==> src/rtl/dbd_pkg.sv <==
package dbd_pkg;

    localparam int unsigned YEAR_W  = 14;
    localparam int unsigned MONTH_W = 4;
    localparam int unsigned DAY_W   = 5;
    localparam int unsigned DOY_W   = 9;
    localparam int unsigned COUNT_W = 22;
    localparam int unsigned ACC_W   = 25;

    localparam logic [MONTH_W-1:0] MONTH_JAN = 4'd1;
    localparam logic [MONTH_W-1:0] MONTH_FEB = 4'd2;
    localparam logic [MONTH_W-1:0] MONTH_DEC = 4'd12;

    localparam logic [YEAR_W-1:0]  ERA_YEARS  = 14'd400;
    localparam logic [ACC_W-1:0]   ERA_DAYS   = 25'd146097;
    localparam logic [ACC_W-1:0]   YEAR_DAYS  = 25'd365;
    localparam logic [COUNT_W-1:0] COUNT_MAX  = 22'd4194303;

    // Reciprocal of 100 scaled by 2**19, exact for every 14-bit year.
    localparam logic [12:0] RECIP_100 = 13'd5243;
    localparam int unsigned RECIP_SHIFT = 19;

    function automatic logic [DOY_W-1:0] days_before(input logic [MONTH_W-1:0] m);
        logic [DOY_W-1:0] r;
        case (m)
            4'd1:    r = 9'd0;
            4'd2:    r = 9'd31;
            4'd3:    r = 9'd59;
            4'd4:    r = 9'd90;
            4'd5:    r = 9'd120;
            4'd6:    r = 9'd151;
            4'd7:    r = 9'd181;
            4'd8:    r = 9'd212;
            4'd9:    r = 9'd243;
            4'd10:   r = 9'd273;
            4'd11:   r = 9'd304;
            4'd12:   r = 9'd334;
            default: r = 9'd0;
        endcase
        return r;
    endfunction

    function automatic logic [DAY_W-1:0] month_length(input logic [MONTH_W-1:0] m,
                                                      input logic leap);
        logic [DAY_W-1:0] r;
        case (m)
            4'd2:                            r = leap ? 5'd29 : 5'd28;
            4'd4, 4'd6, 4'd9, 4'd11:         r = 5'd30;
            default:                         r = 5'd31;
        endcase
        return r;
    endfunction

    function automatic logic [MONTH_W-1:0] clamp_month(input logic [MONTH_W-1:0] m);
        logic [MONTH_W-1:0] r;
        if (m < MONTH_JAN)
            r = MONTH_JAN;
        else if (m > MONTH_DEC)
            r = MONTH_DEC;
        else
            r = m;
        return r;
    endfunction

    // Day of the year, with the day first clamped into the month.
    function automatic logic [DOY_W-1:0] day_of_year(input logic [MONTH_W-1:0] m,
                                                     input logic [DAY_W-1:0] d,
                                                     input logic leap);
        logic [DAY_W-1:0] len;
        logic [DAY_W-1:0] dc;
        logic [DOY_W-1:0] r;
        len = month_length(m, leap);
        if (d == '0)
            dc = 5'd1;
        else if (d > len)
            dc = len;
        else
            dc = d;
        r = days_before(m) + {{(DOY_W-DAY_W){1'b0}}, dc};
        if (m > MONTH_FEB && leap)
            r = r + 9'd1;
        return r;
    endfunction

endpackage

==> src/rtl/days_between_dates_counter.sv <==
// Channel  Direction  Handshake              Words
// in       input      in_valid / in_stall    two dates and include_today
// out      output     out_valid / out_stall  day_count
//
// A word is worked through the start date, the end date, then each year between
// the two dates in turn, with whole 400-year spans stepped as one.
// The pace is set by the single leap-year unit, whose registered answer the
// sequencer waits for after each new year. Reset clears the sequencer and the
// output valid. A new word is taken while a finished result waits on out_stall.
module days_between_dates_counter (
    input  logic                            clk,
    input  logic                            rst_n,
    input  logic                            in_valid,
    output logic                            in_stall,
    input  logic [dbd_pkg::YEAR_W-1:0]      start_year,
    input  logic [dbd_pkg::MONTH_W-1:0]     start_month,
    input  logic [dbd_pkg::DAY_W-1:0]       start_day,
    input  logic [dbd_pkg::YEAR_W-1:0]      end_year,
    input  logic [dbd_pkg::MONTH_W-1:0]     end_month,
    input  logic [dbd_pkg::DAY_W-1:0]       end_day,
    input  logic                            include_today,
    output logic                            out_valid,
    input  logic                            out_stall,
    output logic [dbd_pkg::COUNT_W-1:0]     day_count
);

    typedef enum logic [2:0] {
        ST_IDLE,
        ST_WAIT_START,
        ST_START,
        ST_WAIT_END,
        ST_END,
        ST_WAIT_YEAR,
        ST_YEAR,
        ST_DONE
    } state_t;

    localparam int unsigned AW = dbd_pkg::ACC_W;
    localparam int unsigned CW = dbd_pkg::COUNT_W;

    state_t                          state_reg, state_next;
    logic [dbd_pkg::YEAR_W-1:0]      y_reg, y_next;
    logic [dbd_pkg::YEAR_W-1:0]      sy_reg, sy_next;
    logic [dbd_pkg::MONTH_W-1:0]     sm_reg, sm_next;
    logic [dbd_pkg::DAY_W-1:0]       sd_reg, sd_next;
    logic [dbd_pkg::YEAR_W-1:0]      ey_reg, ey_next;
    logic [dbd_pkg::MONTH_W-1:0]     em_reg, em_next;
    logic [dbd_pkg::DAY_W-1:0]       ed_reg, ed_next;
    logic                            inc_reg, inc_next;
    logic [AW-1:0]                   acc_reg, acc_next;
    logic                            out_valid_reg, out_valid_next;
    logic [CW-1:0]                   day_count_reg, day_count_next;

    logic                            leap;
    logic [dbd_pkg::DOY_W-1:0]       doy;
    logic [AW-1:0]                   doy_ext;
    logic [dbd_pkg::YEAR_W-1:0]      years_left;
    logic [CW:0]                     sum;
    logic                            out_free;

    dbd_leap_unit u_leap (
        .clk  (clk),
        .year (y_reg),
        .leap (leap)
    );

    always_comb
    begin
        if (state_reg == ST_START)
            doy = dbd_pkg::day_of_year(sm_reg, sd_reg, leap);
        else
            doy = dbd_pkg::day_of_year(em_reg, ed_reg, leap);
        doy_ext    = {{(AW-dbd_pkg::DOY_W){1'b0}}, doy};
        years_left = ey_reg - y_reg;
        sum        = acc_reg[CW:0] + {{CW{1'b0}}, inc_reg};
        out_free   = !out_valid_reg || !out_stall;
    end

    always_comb
    begin
        state_next     = state_reg;
        y_next         = y_reg;
        sy_next        = sy_reg;
        sm_next        = sm_reg;
        sd_next        = sd_reg;
        ey_next        = ey_reg;
        em_next        = em_reg;
        ed_next        = ed_reg;
        inc_next       = inc_reg;
        acc_next       = acc_reg;
        out_valid_next = out_valid_reg && out_stall;
        day_count_next = day_count_reg;

        unique case (state_reg)
            ST_IDLE:
            begin
                if (in_valid)
                begin
                    sy_next    = start_year;
                    sm_next    = dbd_pkg::clamp_month(start_month);
                    sd_next    = start_day;
                    ey_next    = end_year;
                    em_next    = dbd_pkg::clamp_month(end_month);
                    ed_next    = end_day;
                    inc_next   = include_today;
                    y_next     = start_year;
                    state_next = ST_WAIT_START;
                end
            end
            ST_WAIT_START:
            begin
                state_next = ST_START;
            end
            ST_START:
            begin
                acc_next   = '0 - doy_ext;
                y_next     = ey_reg;
                state_next = ST_WAIT_END;
            end
            ST_WAIT_END:
            begin
                state_next = ST_END;
            end
            ST_END:
            begin
                acc_next = acc_reg + doy_ext;
                y_next   = sy_reg;
                if (sy_reg < ey_reg)
                    state_next = ST_WAIT_YEAR;
                else
                    state_next = ST_DONE;
            end
            ST_WAIT_YEAR:
            begin
                state_next = ST_YEAR;
            end
            ST_YEAR:
            begin
                if (years_left >= dbd_pkg::ERA_YEARS)
                begin
                    acc_next = acc_reg + dbd_pkg::ERA_DAYS;
                    y_next   = y_reg + dbd_pkg::ERA_YEARS;
                end
                else
                begin
                    acc_next = acc_reg + dbd_pkg::YEAR_DAYS + {{(AW-1){1'b0}}, leap};
                    y_next   = y_reg + 14'd1;
                end
                if (y_next == ey_reg)
                    state_next = ST_DONE;
                else
                    state_next = ST_WAIT_YEAR;
            end
            ST_DONE:
            begin
                if (out_free)
                begin
                    out_valid_next = 1'b1;
                    if (sy_reg > ey_reg || acc_reg[AW-1] || acc_reg == '0)
                        day_count_next = {{(CW-1){1'b0}}, inc_reg};
                    else if (acc_reg[AW-2:CW] != '0 || sum[CW])
                        day_count_next = dbd_pkg::COUNT_MAX;
                    else
                        day_count_next = sum[CW-1:0];
                    state_next = ST_IDLE;
                end
            end
            default:
            begin
                state_next = ST_IDLE;
            end
        endcase
    end

    always_ff @(posedge clk or negedge rst_n)
    begin
        if (!rst_n)
        begin
            state_reg     <= ST_IDLE;
            out_valid_reg <= 1'b0;
        end
        else
        begin
            state_reg     <= state_next;
            out_valid_reg <= out_valid_next;
        end
    end

    always_ff @(posedge clk)
    begin
        y_reg         <= y_next;
        sy_reg        <= sy_next;
        sm_reg        <= sm_next;
        sd_reg        <= sd_next;
        ey_reg        <= ey_next;
        em_reg        <= em_next;
        ed_reg        <= ed_next;
        inc_reg       <= inc_next;
        acc_reg       <= acc_next;
        day_count_reg <= day_count_next;
    end

    assign in_stall  = (state_reg != ST_IDLE);
    assign out_valid = out_valid_reg;
    assign day_count = day_count_reg;

endmodule

==> src/rtl/dbd_leap_unit.sv <==
module dbd_leap_unit (
    input  logic                          clk,
    input  logic [dbd_pkg::YEAR_W-1:0]    year,
    output logic                          leap
);

    logic [26:0]                   prod;
    logic [7:0]                    cent;
    logic [dbd_pkg::YEAR_W-1:0]    cent_x100;
    logic [dbd_pkg::YEAR_W-1:0]    rem;
    logic                          leap_next;
    logic                          leap_reg;

    always_comb
    begin
        prod      = 27'(year) * 27'(dbd_pkg::RECIP_100);
        cent      = prod[dbd_pkg::RECIP_SHIFT +: 8];
        cent_x100 = ({6'b0, cent} << 6) + ({6'b0, cent} << 5) + ({6'b0, cent} << 2);
        rem       = year - cent_x100;
        leap_next = (year[1:0] == 2'b00) && ((rem != '0) || (cent[1:0] == 2'b00));
    end

    always_ff @(posedge clk)
    begin
        leap_reg <= leap_next;
    end

    assign leap = leap_reg;

endmodule

==> config.mk <==
export PLATFORM = sky130hd
export DESIGN_NAME = days_between_dates_counter
export DESIGN_NICKNAME = d
export VERILOG_FILES = /design/src/rtl/dbd_pkg.sv /design/src/rtl/days_between_dates_counter.sv /design/src/rtl/dbd_leap_unit.sv
export SDC_FILE = /design/constraint.sdc
export NUM_CORES = 1
export LEC_CHECK = 0
export ABC_AREA = 1
export BUFFER_PORTS_ARGS = -buffer_cell sky130_fd_sc_hd__buf_2
export CAP_MARGIN = 20
export CORE_MARGIN = 1
export CORE_UTILIZATION = 40
export CTS_CLUSTER_DIAMETER = 30
export DETAILED_ROUTE_END_ITERATION = 10
export HOLD_SLACK_MARGIN = 0.08
export PLACE_DENSITY = 0.62
export SETUP_SLACK_MARGIN = 0.05
export SLEW_MARGIN = 20
export SYNTH_ARGS = -nofsm -noshare
export SYNTH_HDL_FRONTEND = slang
export SYNTH_SLANG_ARGS = --single-unit
==> constraint.sdc <==
create_clock -name clk -period 9.3 [get_ports clk]
set_clock_uncertainty 0.2 [all_clocks]
set_input_delay 0.93 -clock clk [delete_from_list [all_inputs] [get_ports clk]]
set_output_delay 0.93 -clock clk [all_outputs]
set_load 0.005 [all_outputs]
Word-level counts from Yosys, hierarchy flattened
Memories as Yosys holds them, arrays and structs flattened.
Index checks and enable logic that the tools add are counted.

storage, ports and cells
  register bits after elaboration = 113
  ROM bits = 288
  input bits = 51
  logic and storage cells = 129
  memories kept = 2

cells by class
  add/sub/neg operators = 16
  multipliers = 1
  magnitude comparators = 11
  eq/ne operators = 20
  mux-type cells = 33
  reduce and logical (&&, ||, !) cells = 30

memories
  name             words  bits a word  rd ports  clocked after memory_dff  write ports  RTL line       text
  (no name shown)  16     9            1         0                         0            dbd_pkg.sv:25  case (m)
  (no name shown)  16     9            1         0                         0            dbd_pkg.sv:25

operators by type and width
  operator                                                               count
  25-bit one-hot mux with 3 select lines                                 1
  14-bit one-hot mux with 4 select lines                                 1
  9-bit 2-to-1 mux                                                       5
  14-bit 2-to-1 mux                                                      3
  5-bit 2-to-1 mux                                                       8
  14-bit subtractor                                                      2
  14-bit by 13-bit multiplier with 27-bit output, second input constant  1
  25-bit by 1-bit adder with 25-bit output                               1
  25-bit by 18-bit adder with 25-bit output, second input constant       1
  25-bit by 9-bit adder with 25-bit output                               1
  25-bit by 9-bit adder with 25-bit output, second input constant        1
  25-bit zero test                                                       1
  25-bit 2-to-1 mux                                                      1
  3-bit one-hot mux with 8 select lines                                  1
  23-bit by 1-bit adder with 23-bit output                               1
  22-bit 2-to-1 mux                                                      1
  9-bit by 1-bit adder with 9-bit output, second input constant          2
  9-bit by 5-bit adder with 9-bit output                                 2
  4-bit by 3-bit equality test with 1-bit output, second input constant  4
  4-bit equality test, second input constant                             4
  14-bit by 1-bit adder with 14-bit output, second input constant        1
  14-bit by 10-bit adder with 14-bit output                              1
  14-bit by 13-bit adder with 14-bit output                              1
  14-bit by 9-bit adder with 14-bit output, second input constant        1
  32 further kinds                                                       65

Depth between registers and ports, before layout
Gate-level depths: netlist of run 1.

  word-level depth = 14
  gate-level depth with buffers = 43
  gate-level depth less buffers = 42

Hierarchy
From an unflattened synthesis of run 1, not the netlist that was laid out.

second synthesis, totals
  cells, all modules = 2124
  area, all modules = 15177.1 µm²

modules (own cells, without submodules)
  module                      instances  cells each  area each (µm²)  seq. area each (µm²)
  days_between_dates_counter  1          1473        10292.4          3343.2
  dbd_leap_unit               1          651         4884.7           20.0

Least setup slack after synthesis of run 1
Ideal clock, no wire load.

  kind = reg-to-reg
  start point = reg y_reg[11] (netlist name)
  end point = reg u_leap.leap_reg, in the netlist u_leap.leap
  library setup time = 0.120 ns
  data arrival time = 6.984 ns
  required time = 8.980 ns
  path slack = 1.997 ns
  cell stages (with the launch flop) = 30
  buffers on the path = 0
  cell sequence = edfxtp_1 -> fa_1 -> ha_1 -> inv_1 -> fa_1 -> inv_1 -> fa_1 -> inv_1 -> fa_1 -> inv_1 -> ha_1 -> nand2_1 -> nor4_1 -> o211ai_1 -> nand3_1 -> a31o_2 -> xor2_1 -> xor2_1 -> inv_1 -> ha_1 -> fa_1 -> ha_1 -> a21oi_1 -> o221ai_1 -> a21oi_1 -> o21bai_1 -> a21o_1 -> o21ai_0 -> nand3_1 -> o31a_1

between the ends
  longest elaborated chain between the ends = 7
  elaborated cells on any way between the ends = 8
  classes of those cells = 3 x add/sub; 1 x mul; 4 x reduce/logical

RTL lines
  element                                         RTL line                           text
  from (decl)                                     days_between_dates_counter.sv:42   logic [dbd_pkg::YEAR_W-1:0] y_reg, y_next;
  from (signal assigned)                          days_between_dates_counter.sv:191  y_reg <= y_next;
  14-bit by 13-bit multiplier with 27-bit output  dbd_leap_unit.sv:16                prod = 27'(year) * 27'(dbd_pkg::RECIP_100);
  14-bit by 13-bit adder with 14-bit output       dbd_leap_unit.sv:18                cent_x100 = ({6'b0, cent} << 6) + ({6'b0, cent} << 5) + ({6'b0, cent} << 2);
  14-bit by 10-bit adder with 14-bit output       dbd_leap_unit.sv:18
  14-bit subtractor                               dbd_leap_unit.sv:19                rem = year - cent_x100;
  14-bit nonzero test                             dbd_leap_unit.sv:20                leap_next = (year[1:0] == 2'b00) && ((rem != '0) || (cent[1:0] == 2'b00));
  1-bit logical OR *                              dbd_leap_unit.sv:20
  1-bit logical AND *                             dbd_leap_unit.sv:20
  net u_leap.leap_next                            dbd_leap_unit.sv:11                logic leap_next;
  to (signal assigned)                            dbd_leap_unit.sv:25                leap_reg <= leap_next;
  to (decl)                                       dbd_leap_unit.sv:12                logic leap_reg;

Mark *: on every way through the listed nets, which the timed path passes. The rest lies on a longest branch.
A chain may end at the register's enable or synchronous reset.

Worst setup path in the final report of run 1
Ends and elaborated chain as after synthesis.

==> impl_summary.md, run 1 <==
Run status
The flow ran to the end, but the final reports show violations. The checks that failed: DRC.

Yosys
The share of the synthesized area in the top cell type is 0.223. The synthesized design contains 113 register bits. Synthesis produced 1924 cells. In the synthesized netlist, the cells that appear most often are nand2_1, inv_1, ha_1.

The biggest area contributor in the post-synthesis netlist is edfxtp_1. The synthesized design contains 108 enable-type register cells. The netlist uses 58 different library cells. For this run, the register share of the synthesized area comes to 0.231.

Counting flops with an async set or reset pin after synthesis yields a share of 0.0354. The cell with the most instances after synthesis is nand2_1. Averaged over all synthesized cells, the footprint is approximately 7.6 um2. The mapped cell area is 14600 um2. In the post-synthesis netlist, the biggest area contributors are edfxtp_1, ha_1, nand2_1.

The count of warnings emitted by yosys is 0. The most instantiated flip-flop cell in the synthesis netlist is edfxtp_1. When the netlist entered floorplanning its net count stood at between 2000 and 2500.

Critical path
The cell count of the worst reg-to-reg path is 29. The number of gates on the worst path with buffers counted is 29. Data on the critical path is required at its endpoint by 9.44 ns.

The slowest library cell on the worst path is edfxtp_1. The origin of the worst setup path is y_reg[11]. The number of buffers and inverters on the critical path is 5. On the worst path, the slowest cell contributes a delay of 0.79 ns. The termination of the worst setup path is u_leap.leap.

The setup path with the least slack is of type flip-flop to flip-flop. In this design, the largest share of critical-path delay is due to adder cells. The capturing element type of the critical path is a flip-flop. The peak fanout along the critical path is 13.

The worst-case register-to-register setup slack is 1.37 ns. The startpoint identified for the worst register-to-register timing path is y_reg[11]. The signal arrival time at the worst endpoint is 8.07 ns.

The endpoint of the worst register-to-register path is u_leap.leap. The startpoint type of the worst setup path is a flip-flop.

Clock network
The clock sink count is ~110. CTS built an H-tree with a depth of 4. After clock tree synthesis, the clock-pin slew on the worst setup and hold paths is 0.06 ns. The number of CTS-inserted buffers is 17. No sink is reached through more buffers than the 2 on the longest clock path. TritonCTS built the clock tree. The later pin in the worst-skew pair is clocked with a latency of ~0.44 ns.

The clock root buffer is clkbuf_16.

Layout
In the final layout, the share of cells above drive strength 1 is 0.0850. 0 antenna diodes ended up in the layout. Fill cells in the final layout number 3584. The post-layout net count is approximately 2300.

The area growth from synthesis to final layout is 10.1%. The flip-flop count of the largest register, all copies and words added is 25.

STA
Timing would allow up to 126 MHz. The worst pin sits at a relative slew slack of 0.348. For the pin with the worst max-slew slack, the measured transition is between 0.9 and 1 ns. The number of failing setup endpoints in the final timing report is 0. Setup repair after global routing left no endpoint under its margin. The shortest clock period the worst path allows after layout is 7.93 ns.

The setup TNS after final layout is 0 ns. The share of the clock period used by the worst path is 0.853. The max-slew violation count is 0.

The final critical-path setup slack is 1.37 ns. The final count of hold timing violations is 0.

Detailed routing
The highest metal layer used by the detailed router is met4. After detailed routing, the total wire length is 38.4 mm. The length of the first detailed-routing pass in iterations is 8. The number of remaining DRC errors is 4.

The met1 layer wirelength in the final routing is 18.2 mm. The detailed router placed about 13000 vias in this run. Detailed routing placed a total of 1.88 mm of wire on met3. In this run the remaining antenna-violating nets after routing total 0. Summed over all nets, wire length on met2 after detailed routing comes to 17.4 mm. The average vias per placed instance is 5.26. The wire length per cell is 15.6 um. In this run, the number of DRC markers left after iteration 0 of detailed routing was 880.

Place
The post-place setup slack is 1.36 ns. The detailed placer's ending HPWL is roughly 30 mm. In this run the tool buffered the top-level ports with 74 buffer cells. The congestion estimate from routability-driven global placement came to 0.905.

Floorplanning
The die covers 37200 um2. The floorplan step defined a core boundary enclosing around 36000 um2. The cell row count is 69. Measured along the x axis, the die boundary spans 193 um. The height of the die is 193 um. For this configuration, the core starts out at a cell density of 0.408. In this run the count of I/O pins placed on the die edge is 75.

Global routing
The via count of the first global-routing pass is about 12000. The total grt overflow is 0. The first global-routing pass estimated 62.9 mm of wire. Entering global routing, the biggest net connects 46 pins. For this run, the total global-route usage over all layers was measured as 0.216. The initial antenna violation count is 0.

Flow run
The number of maximum-capacitance constraint violations is 0.

Worst hold path
The launch point of the worst hold path is out_valid. The worst hold-check path type is flip-flop to flip-flop.
## kinds of logic after synthesis
| kind of cell | share of synthesized area |
|---|---|
| and+or+nand+nor | 0.239 |
| buffers and inverters | 0.105 |
| AOI/OAI and AO/OA | 0.120 |
| adders and majority gates | 0.275 |
| DFF | 0.231 |
| xor gates and xnor gates | 0.0288 |
| muxes | 0.000687 |
## worst min path at each step
| stage | cells after the start | slack, ns | to |
|---|---|---|---|
| 5_1_grt | 2 | 0.39 | out_valid |
| 3_5_place_dp | 2 | 0.30 | out_valid |
| 4_1_cts | 2 | 0.33 | out_valid |
| 2_1_floorplan | 2 | 0.29 | out_valid |
| 3_3_place_gp | 2 | 0.33 | out_valid |
| 6_report | 2 | 0.34 | out_valid |
## worst min-delay path, delay by kind of cell (launching register included)
family,cells,cell delay (ns)
DFF,1,0.34
and+or+nand+nor,2,0.17
## cell usage in the layout (no fill, tap or decap), types with 5 or more instances in the layout
cell	synthesis	final
xnor2_1	10	10
nor2_1	133	129
o22ai_1	7	7
clkinv_1	4	6
o21ai_1	5	5
or2_2	10	10
nor3_1	17	16
nor4_1	8	8
a21oi_1	95	95
nand2_1	433	433
o2111ai_1	16	16
nor2_2	7	10
buf_2	12	74
nand3_1	123	123
buf_4	4	9
bufinv_16	0	5
a31oi_1	20	20
ha_1	204	204
o221ai_1	7	7
nand4_1	32	32
xor2_1	38	38
a21o_1	7	7
nor2_4	5	6
clkbuf_16	0	17
edfxtp_1	108	108
o21bai_1	11	11
o21ai_0	93	93
fa_1	73	73
o211ai_1	8	8
nand3_2	12	12
nand2_2	5	5
inv_1	345	344
## per-layer routing
layer,GRT usage,vias up
li1,-,6487
met1,0.295,6010
met2,0.352,383
met3,0.0293,56
met4,0.0672,0
met5,0,-
## through the flow
step / hold WS [ns] / std cells / utilization / instance area (um2)
final: 0.344 / 2461 / 0.449 / 16000
after global routing: 0.385 / 2461 / 0.449 / 16000
after CTS: 0.332 / 2461 / 0.449 / 16000
after detailed placement: 0.302 / 2428 / 0.431 / 15400
after global placement: 0.330 / 2428 / 0.431 / 15400
after floorplan: 0.286 / 1924 / - / 14600
## final cells by class
type | instances | area (um2) | area share
clock inverter | 12 | 189 | 0.0118
inverter | 353 | 1330 | 0.0827
timing repair buffer | 84 | 448 | 0.0279
tap | 461 | 577 | 0.0359
clock buffer | 20 | 437 | 0.0272
multi-input combinational | 1418 | 9710 | 0.605
sequential | 113 | 3360 | 0.210
## what timing repair did
action	in CTS	in global routing
setup endpoints to repair	0	0
resized for setup	0	0
buffers inserted	0	0
hold buffers	1	0
hold endpoints to repair	4	0
Power of run 1 is left out: the tool's default activity adds up to more than one toggle a clock period on the data nets, which glitch-free logic cannot reach.
==> run 2, diff against run 1 <==
--- a/config.mk
+++ b/config.mk
@@ -8,12 +8,14 @@
 export ABC_AREA = 1
 export BUFFER_PORTS_ARGS = -buffer_cell sky130_fd_sc_hd__buf_2
 export CAP_MARGIN = 20
+export CORE_ASPECT_RATIO = 0.9
 export CORE_MARGIN = 1
 export CORE_UTILIZATION = 40
 export CTS_CLUSTER_DIAMETER = 30
 export DETAILED_ROUTE_END_ITERATION = 10
 export HOLD_SLACK_MARGIN = 0.08
 export PLACE_DENSITY = 0.62
+export RECOVER_POWER = 100
 export SETUP_SLACK_MARGIN = 0.05
 export SLEW_MARGIN = 20
 export SYNTH_ARGS = -nofsm -noshare
==> run 2 against run 1 <==
  * The flow finishes with violations (capacitance limit, slew limit)
  * Register-to-register slack worse by 0.32 ns
  * Cell count is 0.28% higher
  * Worst hold slack worse by 0.18 ns
  * Routed wire length is 2.7% higher
  * Maximum frequency fell by 3.9%
  * Critical path depth unchanged
  * Design area down 0.45%
  * Setup slack worse by 0.32 ns
  * Utilization rose by 0.15 points
  * First-iteration DRC count grew 11%
  * Sequential share of layout area up 0.095 points
  * Via count increased by 0.32%
  * Critical path type unchanged
  * Critical endpoint unchanged
  * Highest routed layer is now met5
==> impl_summary.md, run 2 (synthesis gave the netlist of run 1 again) <==
Clock network
The later pin in the worst-skew pair is clocked with a latency of 0.44 ns. Once the clock tree was built, the setup fixing pass inserted 0 buffers. The CTS tree is done.

The number of hold buffers added after cts is 0. The root buffer cell chosen for the clock tree is clkbuf_16. The buffer depth of the longest clock path is 2. The clock-pin transition on the worst setup and hold timing paths is 0.06 ns. Counting the buffers created by CTS gives 17.

The clock sink count is about 110. In this run the number of H-tree levels came out at 4. The number of gates given a new drive strength after cts is 0.

STA
The max-slew violation count came to 48. The hold slack is 0.169 ns. The setup TNS after final layout is 0 ns. Dividing the final minimum period by the clock period gives 0.887. Setup repair after global routing left no endpoint under its margin.

Setup violations remaining at the end of the flow were counted as 0. The max-slew headroom at the worst pin is -0.865. The routed design could run at a clock period as short as between 8 and 9 ns. At the pin with the least slew margin, the transition time is 2.80 ns. The top achievable clock speed is 121 MHz. The final count of hold timing violations was 0.

Detailed routing
The detail route stage leaves a number of antenna-violating nets equal to 0. Using the TritonRoute via totals, the vias-per-cell ratio works out to 5.26. Dividing the detail-routed wire length by the instance count gives about 16 um.

The DRC marker count from the first detailed-route iteration is 980. For this block, the routed nets add up to ~39 mm of wire. Summing over every cut layer, the via total after detailed routing is 13000. For this run, design rule violations remaining after detail routing come to 0. For this run, the detailed router's first-pass iteration total came to 6.

Global routing
The initial antenna violation count is 1. The maximum number of pins on one net before global-route repair is 48. In the global route stage, overall resource usage came out at 0.222.

The total overflow left after global routing is 0. The global-route wire length before repair is roughly 65 mm. The via count of the first global-routing pass came to about 13000.

Place
The detailed placer's ending HPWL is 31.9 mm. The number of I/O port buffers is 74. At the end of routability-driven placement, the weighted congestion stood at between 0.9 and 1. The total instance count after detailed placement is 2436.

Critical path
The required time at the endpoint of the critical path is 9.42 ns. STA classifies the critical path startpoint as a flip-flop. On the worst path, the slowest cell contributes a delay of 0.82 ns. Along the worst path, the maximum fanout reaches 13. Data on the critical path arrives at its endpoint at roughly 8.4 ns. The classification of the worst setup path is flip-flop to flip-flop.

The slowest library cell on the worst path is edfxtp_1. The capturing element type of the critical path is a flip-flop.

Layout
Counting the fill cells in the layout gives ~3700. The area occupied by multi-input gates is about 9700 um2. In the final layout, the share of cells above drive strength 1 is 0.0645. The final cell count without fillers is 2468. The library cell used most frequently in the layout, excluding fill and tap cells, is nand2_1. The post-layout net count is 2314.

The area growth from synthesis to final layout is 9.62%. The sequential standard cell area is approximately 3400 um2. The flip-flop count of the largest register, all copies and words added is 25. The number of antenna repair diodes is 0. The top cell types in the final layout, fill and taps aside, are nand2_1, inv_1, ha_1.

Floorplanning
The initial utilization of the core area, before any placement, comes to 0.411. Measured along the y axis, the die boundary spans 183 um. The floorplan die area is 37200 um2. From left edge to right edge, the die measures 203 um.

The I/O pin count is 75. After floorplanning, the core was sized to cover roughly 35000 um2. The cell row count is 65.

Run status
The run finished, with violations left. The checks that failed: capacitance limit, slew limit.

Flow run
The number of maximum-capacitance constraint violations is 1.

Worst hold path
The worst hold-check path type is input pin to async pin.
-- run 2: cell type report --
| type | count | area share |
|---|---|---|
| Tap cell | 469 | 0.0367 |
| Clock inverter | 15 | 0.0130 |
| Timing Repair Buffer | 83 | 0.0233 |
| Sequential cell | 113 | 0.211 |
| Multi-Input combinational cell | 1418 | 0.607 |
| Clock buffer | 17 | 0.0266 |
| Inverter | 353 | 0.0831 |
-- run 2: worst max-delay path, delay by kind of cell (launching register included) --
kind | cells | cell delay [ns]
and+or+nand+nor | 4 | 0.83
adders and majority gates | 9 | 3.74
buffers and inverters | 5 | 0.26
xor gates and xnor gates | 2 | 0.64
DFF | 1 | 0.82
AOI/OAI and AO/OA | 9 | 1.65
-- run 2: final timing paths --
check	startpoint	endpoint	slack [ns]	cells after the start
hold reg to reg	inc_reg	day_count[0]	0.37	2
min in group clk	inc_reg	day_count[0]	0.37	2
setup / recovery	y_reg[11]	u_leap.leap	1.05	29
hold / removal	rst_n	state_reg[2]	0.17	1
setup reg to reg	y_reg[11]	u_leap.leap	1.05	29
max in group asynchronous	rst_n	out_valid	8.48	1
-- run 2: metal layers --
layer,routed length [um],up-vias,GRT usage
li1,-,6497,-
met1,19700,6067,0.325
met2,16800,362,0.336
met3,2170,50,0.0382
met4,670,2,0.0517
met5,16,-,0
-- run 2: stage by stage --
step           cell area [um2]  utilization  worst slack [ns]
6_report                 16000        0.450              1.05
5_1_grt                  16000        0.450             0.486
4_1_cts                  16100        0.453              1.07
3_5_place_dp             15400        0.435              1.11
3_3_place_gp             15400        0.435              1.41
2_1_floorplan            14600            -              2.00
Power of run 2 is left out for the same reason.
==> run 3, diff against run 2 <==
--- a/config.mk
+++ b/config.mk
@@ -14,7 +14,7 @@
 export CTS_CLUSTER_DIAMETER = 30
 export DETAILED_ROUTE_END_ITERATION = 10
 export HOLD_SLACK_MARGIN = 0.08
-export PLACE_DENSITY = 0.62
+export PLACE_DENSITY = 0.65
 export RECOVER_POWER = 100
 export SETUP_SLACK_MARGIN = 0.05
 export SLEW_MARGIN = 20
==> run 3 against run 2 <==
  * The run still ends with capacitance limit, slew limit left
  * Via count up 0.67%
  * Critical path depth unchanged
  * Flip-flop and latch count is the same
  * Die area unchanged
  * Setup slack improved by 0.17 ns
  * Critical endpoint unchanged
==> impl_summary.md, run 3 (synthesis gave the netlist of run 1 again) <==
Critical path
The capturing element type of the critical path is a flip-flop. The worst setup path is of the flip-flop to flip-flop kind. On the critical path, the stage with the largest delay is an instance of edfxtp_1.

In this design, the stage delay of the slowest critical-path cell is ~0.81 ns. The startpoint type of the worst setup path is a flip-flop. The peak fanout along the critical path is 13.

For the worst setup path, the data arrival time is 8.21 ns. The required time at the endpoint of the critical path is between 9 and 10 ns.

Worst hold path
The worst hold-check path type is input pin to async pin.

Clock network
The CTS tree is done. The number of gates given a new drive strength after cts is 0. The number of CTS-inserted buffers is 17. For this design, the CTS-stage hold fixing added 0 buffers.

After clock tree synthesis, the setup repair step added 0 buffers. The H-tree was split into 4 levels. The clock sink count is 113. Counting along the longest clock path gives a buffer depth of 2. After clock tree synthesis, the clock-pin slew on the worst setup and hold paths is approximately 0.060 ns. The clock root buffer is clkbuf_16. The clock insertion delay at the later pin of the skew report is around 0.43 ns.

STA
Setup violations remaining at the end of the flow were counted as 0. In the finished design, the share of the clock period the worst path needs comes to 0.869. The setup TNS after final layout is 0 ns. Derived from the worst setup path, the maximum achievable clock frequency is 124 MHz. The slew of the pin with the lowest slew margin is 2.80 ns. The shortest clock period the worst path allows after layout is 8.09 ns.

The final count of hold timing violations came to 0. Setup repair after global routing left no endpoint under its margin. The max-slew violation count is 88. The worst pin sits at a relative slew slack of -0.870.

Floorplanning
The floorplan step set the die width to 203 um. The height of the die is 183 um. The die covers 37200 um2.

The cell row count is 65. The core footprint is 35500 um2. The initial core utilization is 0.411. The I/O pin count is 75.

Layout
The sequential standard cell area is ~3400 um2. The commonest non-fill, non-tap cell in the layout is nand2_1. The share of final-layout standard cells stronger than drive strength 1 is 0.0616. Counting the fill cells in the layout gives roughly 3600. The number of antenna repair diodes is 0. The area growth from synthesis to layout is 8.82%. The library cells used most frequently in the layout, excluding fill and tap cells, are nand2_1, inv_1, ha_1. The flip-flop count of the largest register, all copies and words added is 25. In the final design database the tool counted 2314 nets. The area occupied by multi-input gates is 9690 um2.

Detailed routing
The length of the first detailed-routing pass in iterations is 6. After detailed routing, the average wire length per cell comes to between 15 and 20 um. The average vias per placed instance is 5.30. The wire length after detailed routing is roughly 39 mm. The DRC marker count from the first detailed-route iteration is 1104. The detail route stage leaves a number of antenna-violating nets equal to 0.

The via count is 13100. In the routed design, unresolved DRC markers number 0.

Global routing
The via count of the first global-routing pass is 12600. The total grt overflow is 0. In the global route stage, overall resource usage came out at 0.215. Entering global routing, the biggest net connects between 40 and 50 pins. The initial antenna violation count is 1. The global-route wire length before repair is 63.6 mm.

Run status
The flow ran to the end, but the final reports show violations. The final reports fail on capacitance limit, slew limit.

Place
The congestion estimate from routability-driven global placement came to 0.940. The wire-length estimate of the detail-placed layout is 31.5 mm. The number of I/O port buffers is 74.

Flow run
The number of maximum-capacitance constraint violations is 2.
==> run 3: layout make-up <==
cell class,count,area share
inverters,353,0.0837
clock inverters,10,0.00442
multi-input cells,1418,0.611
repair buffers,83,0.0239
clock buffers,21,0.0278
flip-flops and latches,113,0.212
well taps,469,0.0370
==> run 3: worst paths after layout <==
| kind | start | end | slack, ns | depth (start not counted) |
|---|---|---|---|---|
| worst max-delay path | y_reg[11] | u_leap.leap | 1.21 | 29 |
| worst min-delay path | rst_n | out_valid | 0.16 | 1 |
| worst max register to register | y_reg[11] | u_leap.leap | 1.21 | 29 |
| worst min register to register | out_valid | out_valid | 0.30 | 2 |
| max in group asynchronous | rst_n | state_reg[0] | 8.50 | 1 |
| min in group clk | out_valid | out_valid | 0.30 | 2 |
==> run 3: stage by stage <==
step	cells	setup slack [ns]	hold WS, ns	utilization	area (um2)
floorplan	1924	2.00	0.286	-	14600
global placement	2436	1.49	0.285	0.435	15400
detailed placement	2436	1.26	0.283	0.435	15400
CTS	2467	1.21	0.104	0.449	15900
global route	2467	0.684	0.162	0.447	15900
finish	2467	1.21	0.163	0.447	15900
==> run 3: critical path: cells and delay by family (launching register included) <==
kind	cells	cell delay (ns)
compound gates	9	1.57
simple gates	4	0.80
flops	1	0.81
xor+xnor	2	0.58
buf+inv	5	0.26
fa+ha+maj	9	3.76
==> run 3: per-layer routing <==
metal	vias to the layer above	wire length, um	GRT usage
li1	6489	-	-
met1	6123	18700	0.307
met2	404	17100	0.334
met3	47	2590	0.0382
met4	2	683	0.0562
met5	-	8	0
Power of run 3 is left out for the same reason.
